File: config.mk
export PLATFORM = sky130hd
export DESIGN_NAME = aglk_ctrl
export DESIGN_NICKNAME = d
export VERILOG_FILES = /design/src/rtl/aglk_pkg.sv /design/src/rtl/aglk_ctrl.sv
export SDC_FILE = /design/constraint.sdc
export NUM_CORES = 1
export LEC_CHECK = 0
export ABC_AREA = 0
export CELL_PAD_IN_SITES_DETAIL_PLACEMENT = 0
export CELL_PAD_IN_SITES_GLOBAL_PLACEMENT = 1
export CORE_AREA = 2 2 243 245
export CTS_CLUSTER_DIAMETER = 50
export CTS_CLUSTER_SIZE = 8
export DETAILED_ROUTE_END_ITERATION = 10
export DIE_AREA = 0 0 245 247
export DONT_BUFFER_PORTS = 1
export HOLD_SLACK_MARGIN = 0.1
export PLACE_DENSITY = 0.79
export SYNTH_ARGS = -nofsm -noshare
export SYNTH_HDL_FRONTEND = slang
export SYNTH_SLANG_ARGS = --single-unit
File: constraint.sdc
create_clock -name clk -period 7.3 [get_ports clk]
set_input_delay 1.46 -clock clk [delete_from_list [all_inputs] [get_ports clk]]
set_output_delay 1.46 -clock clk [all_outputs]
set_load 0.02 [all_outputs]
File: src/rtl/aglk_pkg.sv
// ----------------------------------------------------------------------------
// aglk_pkg
// Shared constants, types and state codes of the glyph lookup engine.
// ----------------------------------------------------------------------------
package aglk_pkg;

	localparam int TABLE_WORDS = 32768;
	localparam int ADDR_W      = $clog2(TABLE_WORDS);
	localparam int BADDR_W     = 34;
	localparam int VS_W        = 7;
	localparam int VS_RESET    = 2;

	localparam logic [15:0] FMT_SIMPLE  = 16'd0;
	localparam logic [15:0] FMT_SEGSNG  = 16'd2;
	localparam logic [15:0] FMT_SEGARR  = 16'd4;
	localparam logic [15:0] FMT_SINGLE  = 16'd6;
	localparam logic [15:0] FMT_TRIM    = 16'd8;
	localparam logic [15:0] FMT_EXTTRIM = 16'd10;

	localparam logic [BADDR_W-1:0] HDR_W1   = BADDR_W'(2);
	localparam logic [BADDR_W-1:0] HDR_W2   = BADDR_W'(4);
	localparam logic [BADDR_W-1:0] HDR_W3   = BADDR_W'(6);
	localparam logic [15:0]        UNIT_BASE = 16'd12;
	localparam logic [15:0]        F0_BASE   = 16'd2;
	localparam logic [15:0]        F8_BASE   = 16'd6;
	localparam logic [15:0]        F10_BASE  = 16'd8;
	localparam logic [BADDR_W-1:0] STORE_BYTES = BADDR_W'(2 * TABLE_WORDS);

	typedef enum logic [4:0] {
		ST_IDLE, ST_F0, ST_F1, ST_F2, ST_FMT, ST_H1, ST_H2, ST_H3, ST_LOOP,
		ST_AMUL, ST_AADD, ST_P1, ST_P2, ST_BASE, ST_OMUL, ST_OADD, ST_FIN
	} state_t;

	typedef struct packed {
		logic              we;
		logic [ADDR_W-1:0] addr;
		logic [15:0]       wdata;
	} ram_req_t;

	typedef struct packed {
		logic        found;
		logic [15:0] offset;
	} res_t;

endpackage

File: src/rtl/aglk_ctrl.sv
// ----------------------------------------------------------------------------
// aglk_ctrl
// Lookup sequencer: table reads, binary search, shared multiplier.
// ----------------------------------------------------------------------------
module aglk_ctrl import aglk_pkg::*; (
	input  logic            clk,
	input  logic            arst_n,
	input  logic            req_valid,
	output logic            req_stall,
	input  logic            req_type,
	input  logic [14:0]     word_addr,
	input  logic [15:0]     word_data,
	input  logic [15:0]     glyph,
	input  logic [VS_W-1:0] value_size,
	output ram_req_t        ram_req,
	input  logic [15:0]     ram_rdata,
	output logic            res_valid,
	output res_t            res,
	input  logic            res_ready
);

	state_t state_q, state_d, ret_q;

	logic [BADDR_W-1:0] baddr_q, a_q, off_q;
	logic [7:0]         fbyte_q;
	logic [15:0]        fw_q, glyph_q, fmt_q, unit_q, first_q, last_q;
	logic [15:0]        lo_q, hi_q, mid_q, mula_q, mulb_q, add_q;
	logic [31:0]        prod_q;
	logic               ok_q;

	logic               accept;
	logic [BADDR_W-2:0] widx0, widx1;
	logic               v0, v1;
	logic [15:0]        mid, idx8, idx10, gdiff;
	logic               g_lt, g_gt, g_gt_last;
	logic               is_seg;
	logic [BADDR_W-1:0] a_new;

	assign req_stall = (state_q != ST_IDLE);
	assign accept    = req_valid && !req_stall;
	assign widx0     = baddr_q[BADDR_W-1:1];
	assign widx1     = widx0 + 1'b1;
	assign v0        = widx0 < (BADDR_W-1)'(TABLE_WORDS);
	assign v1        = widx1 < (BADDR_W-1)'(TABLE_WORDS);
	assign mid       = lo_q + ((hi_q - lo_q) >> 1);
	assign idx8      = glyph_q - unit_q;
	assign idx10     = glyph_q - first_q;
	assign gdiff     = glyph_q - first_q;
	assign g_lt      = glyph_q < fw_q;
	assign g_gt      = glyph_q > fw_q;
	assign g_gt_last = glyph_q > last_q;
	assign is_seg    = (fmt_q == FMT_SEGSNG) || (fmt_q == FMT_SEGARR) ||
		(fmt_q == FMT_SINGLE);
	assign a_new     = BADDR_W'(UNIT_BASE) + BADDR_W'(prod_q);

	always_comb begin
		ram_req.we    = accept && !req_type &&
			({2'b0, word_addr} < 17'(TABLE_WORDS));
		ram_req.wdata = word_data;
		case (state_q)
			ST_IDLE: ram_req.addr = word_addr[ADDR_W-1:0];
			ST_F1:   ram_req.addr = widx1[ADDR_W-1:0];
			default: ram_req.addr = widx0[ADDR_W-1:0];
		endcase
	end

	always_ff @(posedge clk or negedge arst_n) begin
		if (!arst_n) begin
			state_q <= ST_IDLE;
		end else begin
			state_q <= state_d;
		end
	end

	always_comb begin
		state_d   = state_q;
		res_valid = 1'b0;
		res.found = ok_q && (off_q < STORE_BYTES);
		res.offset = res.found ? off_q[15:0] : 16'h0;
		case (state_q)
			ST_IDLE: begin
				if (accept && req_type) state_d = ST_F0;
			end
			ST_F0: state_d = ST_F1;
			ST_F1: state_d = baddr_q[0] ? ST_F2 : ret_q;
			ST_F2: state_d = ret_q;
			ST_FMT: begin
				case (fw_q)
					FMT_SIMPLE: state_d = ST_OMUL;
					FMT_SEGSNG, FMT_SEGARR, FMT_SINGLE, FMT_TRIM, FMT_EXTTRIM:
						state_d = ST_F0;
					default: state_d = ST_FIN;
				endcase
			end
			ST_H1: state_d = ST_F0;
			ST_H2: begin
				if (is_seg) state_d = ST_LOOP;
				else if (fmt_q == FMT_TRIM) state_d = (idx8 >= fw_q) ? ST_FIN : ST_OMUL;
				else state_d = ST_F0;
			end
			ST_H3: state_d = (idx10 >= fw_q) ? ST_FIN : ST_OMUL;
			ST_LOOP: state_d = (lo_q < hi_q) ? ST_AMUL : ST_FIN;
			ST_AMUL: state_d = ST_AADD;
			ST_AADD: state_d = ST_F0;
			ST_P1: begin
				if (fmt_q == FMT_SINGLE) state_d = (g_lt || g_gt) ? ST_LOOP : ST_FIN;
				else state_d = ST_F0;
			end
			ST_P2: begin
				if (g_lt || g_gt_last) state_d = ST_LOOP;
				else if (fmt_q == FMT_SEGARR) state_d = ST_F0;
				else state_d = ST_FIN;
			end
			ST_BASE: state_d = ST_OMUL;
			ST_OMUL: state_d = ST_OADD;
			ST_OADD: state_d = ST_FIN;
			ST_FIN: begin
				res_valid = 1'b1;
				if (res_ready) state_d = ST_IDLE;
			end
			default: state_d = ST_IDLE;
		endcase
	end

	always_ff @(posedge clk or negedge arst_n) begin
		if (!arst_n) begin
			ok_q  <= 1'b0;
			ret_q <= ST_IDLE;
		end else begin
			case (state_q)
				ST_IDLE: begin
					if (accept && req_type) begin
						glyph_q <= glyph;
						ok_q    <= 1'b0;
						baddr_q <= '0;
						ret_q   <= ST_FMT;
					end
				end
				ST_F1: begin
					if (!baddr_q[0]) fw_q <= v0 ? ram_rdata : 16'h0;
					else fbyte_q <= v0 ? ram_rdata[7:0] : 8'h0;
				end
				ST_F2: fw_q <= {fbyte_q, v1 ? ram_rdata[15:8] : 8'h0};
				ST_FMT: begin
					fmt_q   <= fw_q;
					mula_q  <= glyph_q;
					mulb_q  <= 16'(value_size);
					add_q   <= F0_BASE;
					baddr_q <= HDR_W1;
					ret_q   <= ST_H1;
				end
				ST_H1: begin
					unit_q  <= fw_q;
					baddr_q <= HDR_W2;
					ret_q   <= ST_H2;
				end
				ST_H2: begin
					lo_q    <= '0;
					hi_q    <= fw_q;
					first_q <= fw_q;
					mula_q  <= idx8;
					mulb_q  <= 16'(value_size);
					add_q   <= F8_BASE;
					baddr_q <= HDR_W3;
					ret_q   <= ST_H3;
				end
				ST_H3: begin
					mula_q <= idx10;
					mulb_q <= unit_q;
					add_q  <= F10_BASE;
				end
				ST_LOOP: begin
					mid_q  <= mid;
					mula_q <= mid;
					mulb_q <= unit_q;
				end
				ST_AMUL, ST_OMUL: prod_q <= mula_q * mulb_q;
				ST_AADD: begin
					a_q     <= a_new;
					baddr_q <= a_new;
					ret_q   <= ST_P1;
				end
				ST_P1: begin
					if (fmt_q == FMT_SINGLE) begin
						if (g_lt) hi_q <= mid_q;
						else if (g_gt) lo_q <= mid_q + 16'd1;
						else begin
							ok_q  <= 1'b1;
							off_q <= a_q + BADDR_W'(2);
						end
					end else begin
						last_q  <= fw_q;
						baddr_q <= a_q + BADDR_W'(2);
						ret_q   <= ST_P2;
					end
				end
				ST_P2: begin
					first_q <= fw_q;
					if (g_lt) hi_q <= mid_q;
					else if (g_gt_last) lo_q <= mid_q + 16'd1;
					else if (fmt_q == FMT_SEGARR) begin
						baddr_q <= a_q + BADDR_W'(4);
						ret_q   <= ST_BASE;
					end else begin
						ok_q  <= 1'b1;
						off_q <= a_q + BADDR_W'(4);
					end
				end
				ST_BASE: begin
					mula_q <= gdiff;
					mulb_q <= 16'(value_size);
					add_q  <= fw_q;
				end
				ST_OADD: begin
					ok_q  <= 1'b1;
					off_q <= BADDR_W'(add_q) + BADDR_W'(prod_q);
				end
				default: ;
			endcase
		end
	end

endmodule

Yosys cells after proc, flatten, opt, wreduce, memory -nomap -nowiden
Index checks and enable logic that the tools add are counted.
{"block": "classes", "mul": 1, "n_eq_ne": 38, "n_lt_le_gt_ge": 9, "reduce_logical": 48, "n_mux": 60, "n_bitwise": 1, "n_addsub": 10}
{"cell": "$mux W34", "count": 11}
{"cell": "$pmux W34 S7", "count": 1}
{"cell": "$mux W16", "count": 10}
{"cell": "$pmux W16 S4", "count": 2}
{"cell": "$pmux W34 S3", "count": 1}
{"cell": "$pmux W16 S3", "count": 2}
{"cell": "$mux W5", "count": 17}
{"cell": "$pmux W5 S16", "count": 1}
{"cell": "$lt A33 B16 Y1 const B", "count": 2}
{"cell": "$eq A16 B3 Y1 const B", "count": 4}
{"cell": "$pmux W16 S2", "count": 2}
{"cell": "$eq A16 B4 Y1 const B", "count": 3}
{"cell": "$sub A16 B16 Y16", "count": 3}
{"cell": "$eq A5 B4 Y1 const B", "count": 8}
{"cell": "$pmux W5 S7", "count": 1}
{"cell": "$add A34 B2 Y34 const B", "count": 1}
{"cell": "$add A34 B3 Y34 const B", "count": 1}
{"cell": "$lt A34 B17 Y1 const B", "count": 1}
{"cell": "$add A16 B32 Y33", "count": 1}
{"cell": "$add A33 B1 Y33 const B", "count": 1}
{"cell": "$add A4 B32 Y33 const A", "count": 1}
{"cell": "$eq A16 B2 Y1 const B", "count": 2}
{"cell": "$ge A16 B16 Y1", "count": 2}
{"cell": "$gt A16 B16 Y1", "count": 2}
{"cell": "33 further kinds", "count": 87}
{"block": "word_totals", "elab_cells": 187, "in_bits": 75, "register_bits": 345}

Longest topological paths before layout
{"block": "depth", "ltp_word": 6, "depth_mapped": 24}

Least setup slack after synthesis
No wires, ideal clock.
{"block": "synth_timing", "kind": "register -> register", "start": "register mulb_q[5]", "end": "register prod_q[31] (data pin)", "setup_time_ns": 0.268, "t_required_ns": 7.032, "period_less_slack_ns": 6.182, "stages_incl_launch_ff": 23, "slack_ns": 1.118, "t_arrival_ns": 5.914, "path_cell_list": "edfxtp_1 > clkbuf_1 > and2_1 > fa_1 > inv_1 > fa_1 > fa_1 > inv_1 > fa_1 > fa_1 > inv_1 > fa_1 > inv_1 > ha_1 > a21o_1 > a211oi_1 > a21boi_0 > and3_1 > o2111a_1 > o21ai_1 > a21oi_1 > o41ai_1 > xnor2_1"}
{"block": "synth_between", "elab_chain_len": 1}
{"element": "start: declaration", "line": "aglk_ctrl.sv:27", "rtl": "logic [15:0] lo_q, hi_q, mid_q, mula_q, mulb_q, add_q;"}
{"element": "start signal: assignment", "line": "aglk_ctrl.sv:147", "rtl": "mulb_q <= 16'(value_size);"}
{"element": "start signal: assignment", "line": "aglk_ctrl.sv:162", "rtl": "mulb_q <= 16'(value_size);"}
{"element": "start signal: assignment", "line": "aglk_ctrl.sv:169", "rtl": "mulb_q <= unit_q;"}
{"element": "$mul A16 B16 Y32", "line": "aglk_ctrl.sv:177", "rtl": "ST_AMUL, ST_OMUL: prod_q <= mula_q * mulb_q;"}
{"element": "end signal: assignment", "line": "aglk_ctrl.sv:177"}
{"element": "end: declaration", "line": "aglk_ctrl.sv:28", "rtl": "logic [31:0] prod_q;"}
No other way between the ends.
A chain may end at the register's enable or synchronous reset.

Worst setup path in the final report
{"block": "layout_timing", "start": "register mulb_q[6]", "end": "register prod_q[31] (data pin)"}
The elaborated chain is that of the path after synthesis.

==> implementation parameters <==
Parameter                              Value

Status
  Status    finished, final reports clean

Synthesis
  Top cells by area, synth    sky130_fd_sc_hd__edfxtp_1 (34%), sky130_fd_sc_hd__fa_1 (13%), sky130_fd_sc_hd__ha_1 (10%)
  Count of distinct cell types in the synthesized netlist    91
  Synthesized area per cell    around 9.7 sq um
  Number of enable-type register cells in the synthesized netlist    between 300 and 400
  Cell area after synthesis    between 0.02 and 0.03 sq mm
  Synthesized flop and latch total    about 340
  Syn Nets    3593
  Seq/Total Area, Yosys    0.344
  Library cell occupying the most area in the post-synthesis netlist    sky130_fd_sc_hd__edfxtp_1
  Total number of yosys warnings    0
  Share of async-settable or async-resettable flops after synthesis    0.0292
  Synth Instances    between 3000 and 4000
  Fraction of synthesized cell area taken by the top area cell type    0.336
  Synth Flop Type    sky130_fd_sc_hd__edfxtp_1

Clocking
  Clock network latency to the later pin of the worst-skew pair    between 0.6 and 0.7 ns
  Clock Pin Slew Worst Setup and Hold Paths    0.05 ns
  H-tree Lvls    2
  Sinks on Clock Net    approximately 340
  Clock Path Buffers    3
  Count of cells resized by post-cts repair    0
  Number of buffers created by CTS    about 60
  Hold bufs inserted after CTS    0
  CTS tree    done
  Clk root buf    sky130_fd_sc_hd__clkbuf_16
  Number of buffers inserted to repair setup after CTS    0

Min path
  Class of the tightest hold or removal check    flip-flop to flip-flop
  Endpoint, Worst Hold    ret_q[2]$_DFFE_PN0P_
  Cell depth of the worst hold path    1
  Hold path start    ret_q[2]$_DFFE_PN0P_

Timing
  Period minus WS final    a little under 7 ns
  Final setup violation count    0
  Min setup slack post-route    roughly 0.53 ns
  Fin Setup TNS    0 ns
  Skew final    0.0370 ns
  Slew margin rel.    0.249
  Fin. max-slew vios    0
  Worst Max-Slew Pin Slew    roughly 1.1 ns
  Unrepaired setup endpoints after global routing    false
  Final hold vios    0
  Maximum frequency from static timing analysis    approximately 150 MHz
  Post-route clock period utilization    0.927

Setup path
  Number of cell instances on the worst register-to-register path    21
  Worst setup path class    flip-flop to flip-flop
  Biggest fanout along the worst timing path    16
  Startpoint of the worst register-to-register path    mulb_q[6]$_DFFE_PP_
  CP max stage delay    between 0.6 and 0.7 ns
  Cell with the largest stage delay on the worst path    sky130_fd_sc_hd__edfxtp_1
  Most used cell, CP    sky130_fd_sc_hd__fa_1
  CP Data Required Time    around 7.6 ns
  Critical path capture point type    flip-flop
  Worst reg2reg path endpoint    prod_q[31]$_DFFE_PP_
  Startpoint of the most critical setup path    mulb_q[6]$_DFFE_PP_
  Ordered cell list for the critical path    and2_1 > fa_1 > inv_1 > fa_1 > fa_1 > inv_1 > fa_1 > fa_1 > inv_1 > fa_1 > inv_1 > ha_1 > a21o_1 > a211oi_1 > a21boi_0 > and3_1 > o2111a_1 > o21ai_1 > a21oi_1 > o41ai_1 > xnor2_1
  WP data arrival    around 7.1 ns
  Type of origin of the critical path    flip-flop
  Setup slack, reg-to-reg    0.53 ns

Drt
  DRC violation count after routing    0
  Post-route ant nets    0
  Sum of routed wire length over all layers    approximately 88000 um
  Number of detailed-route iterations in the first pass    6
  Per-cell routed wire length    22.9 um
  DR vias/cell    5.95
  Total via count in the routed design    23000
  Number of design-rule violations left by the first detailed-router iteration    2089

Placement
  Post-detail-place hpwl    about 69000 um
  Last weighted congestion value of the routability-driven placer    0.971
  IO buf count    0
  Placed inst area    just over 0.03 sq mm
  Worst slack after detailed placement    ~0.58 ns

Die
  Floorplan die area    between 0.06 and 0.07 sq mm
  DIE WIDTH    about 250 um
  Total number of placement rows    89
  Starting density of the core    0.512
  Placeable core area    approximately 0.058 sq mm
  Die H    247 um
  Number of primary I/O pins    126

Global route
  Number of global-route vias before repair    ~23000
  Total Routing Usage GR    0.294
  Global-route wire length before repair    roughly 130000 um
  Largest net degree at the start of global routing    43
  GRT Residual Overflow    0
  Number of antenna violations at the first check in global routing    0

Layout
  Area Overhead vs Synth    8.65%
  Total number of nets in the final design    3575
  Layout cell share with drive strength beyond 1    0.0569
  Final Cell Area    around 0.032 sq mm
  Inserted Diodes    0
  Finished Core Util    0.556

Job
  Max-cap check violation count    0
placed cells by master, fill, tap and decap left out, drive strengths merged, types with 8 or more instances in the layout:
cell type    n
nand2b      19
clkbuf      84
dfrtp       10
a21o        61
nor3        67
o21ai      155
o211ai       8
a22o        20
a221o       18
inv        346
clkinv      11
nand2      349
a31oi       23
a221oi       9
and2       163
o221ai      11
a21oi      134
nor2       202
o31ai       13
a211oi      14
fa         199
or3         14
and3        29
xnor2      106
ha         250
o22ai       12
nor2b       27
a22oi        9
o21bai      11
buf         36
edfxtp     333
nand4       40
xor2        66
o21a        23
or2         13
nand3       83
nor4        20
state kept, by name (all words and copies together), names as in the netlist, 32 cells and up:
name     count
prod_q      32
a_q         33
baddr_q     34
off_q       34
per-layer routing:
layer | wire, um | global-route usage
met5 | 0 | 0
met2 | 40700 | 0.475
met1 | 37200 | 0.395
met3 | 6510 | 0.0455
met4 | 4000 | 0.124
cells by family (layout without fill, tap and decap cells):
family,Yosys count,after routing,share of synthesized area
buf+inv,460,484,0.0613
simple gates,1056,1056,0.175
flops,343,343,0.344
fa+ha+maj,449,449,0.239
compound gates,581,581,0.128
mux,8,8,0.00281
xor+xnor,172,172,0.0505
final cells by class:
type	instances	area (sq um)
clock buffers	84	1640
multi-input cells	2266	17800
well taps	773	967
fillers	5079	25900
inverters	345	1290
clock inverters	19	164
flip-flops and latches	343	10200
repair buffers	36	270
worst max-delay path by stage:
stage                                 endpoint  slack [ns]  cells past startpoint
after global placement    prod_q[31]$_DFFE_PP_        0.71                     21
final                     prod_q[31]$_DFFE_PP_        0.53                     21
after CTS                 prod_q[31]$_DFFE_PP_        0.55                     21
after global routing      prod_q[31]$_DFFE_PP_        0.20                     21
after floorplan           prod_q[31]$_DFFE_PP_        1.12                     22
after detailed placement  prod_q[31]$_DFFE_PP_        0.58                     21
synthesized netlist by cell type, types with 27 or more instances:
| master | count |
|---|---|
| sky130_fd_sc_hd__nor2b_1 | 27 |
| sky130_fd_sc_hd__and2_1 | 161 |
| sky130_fd_sc_hd__ha_1 | 250 |
| sky130_fd_sc_hd__nand3_1 | 79 |
| sky130_fd_sc_hd__xor2_1 | 66 |
| sky130_fd_sc_hd__clkbuf_1 | 86 |
| sky130_fd_sc_hd__nor3_1 | 66 |
| sky130_fd_sc_hd__o21ai_0 | 150 |
| sky130_fd_sc_hd__a21oi_1 | 134 |
| sky130_fd_sc_hd__a21o_1 | 61 |
| sky130_fd_sc_hd__nor2_1 | 196 |
| sky130_fd_sc_hd__xnor2_1 | 106 |
| sky130_fd_sc_hd__inv_1 | 345 |
| sky130_fd_sc_hd__edfxtp_1 | 333 |
| sky130_fd_sc_hd__nand4_1 | 40 |
| sky130_fd_sc_hd__nand2_1 | 349 |
| sky130_fd_sc_hd__fa_1 | 199 |
worst max-delay path: cells and delay by family (launching register included):
| kind | cells | cell delay (ns) |
|---|---|---|
| AOI/OAI and AO/OA | 7 | 1.59 |
| and+or+nand+nor | 2 | 0.52 |
| xor gates and xnor gates | 1 | 0.12 |
| adders and majority gates | 7 | 3.40 |
| DFF | 1 | 0.66 |
| buffers and inverters | 4 | 0.19 |
per-stage QoR:
stage | std cells | hold WS [ns]
final | 3866 | 0.507
after detailed placement | 3763 | 0.495
after global routing | 3866 | 0.507
after floorplan | 3069 | 0.455
after CTS | 3866 | 0.506
after global placement | 3763 | 0.481
Power is left out: the tool's default activity adds up to more than one toggle a clock period on the data nets, which glitch-free logic cannot reach.
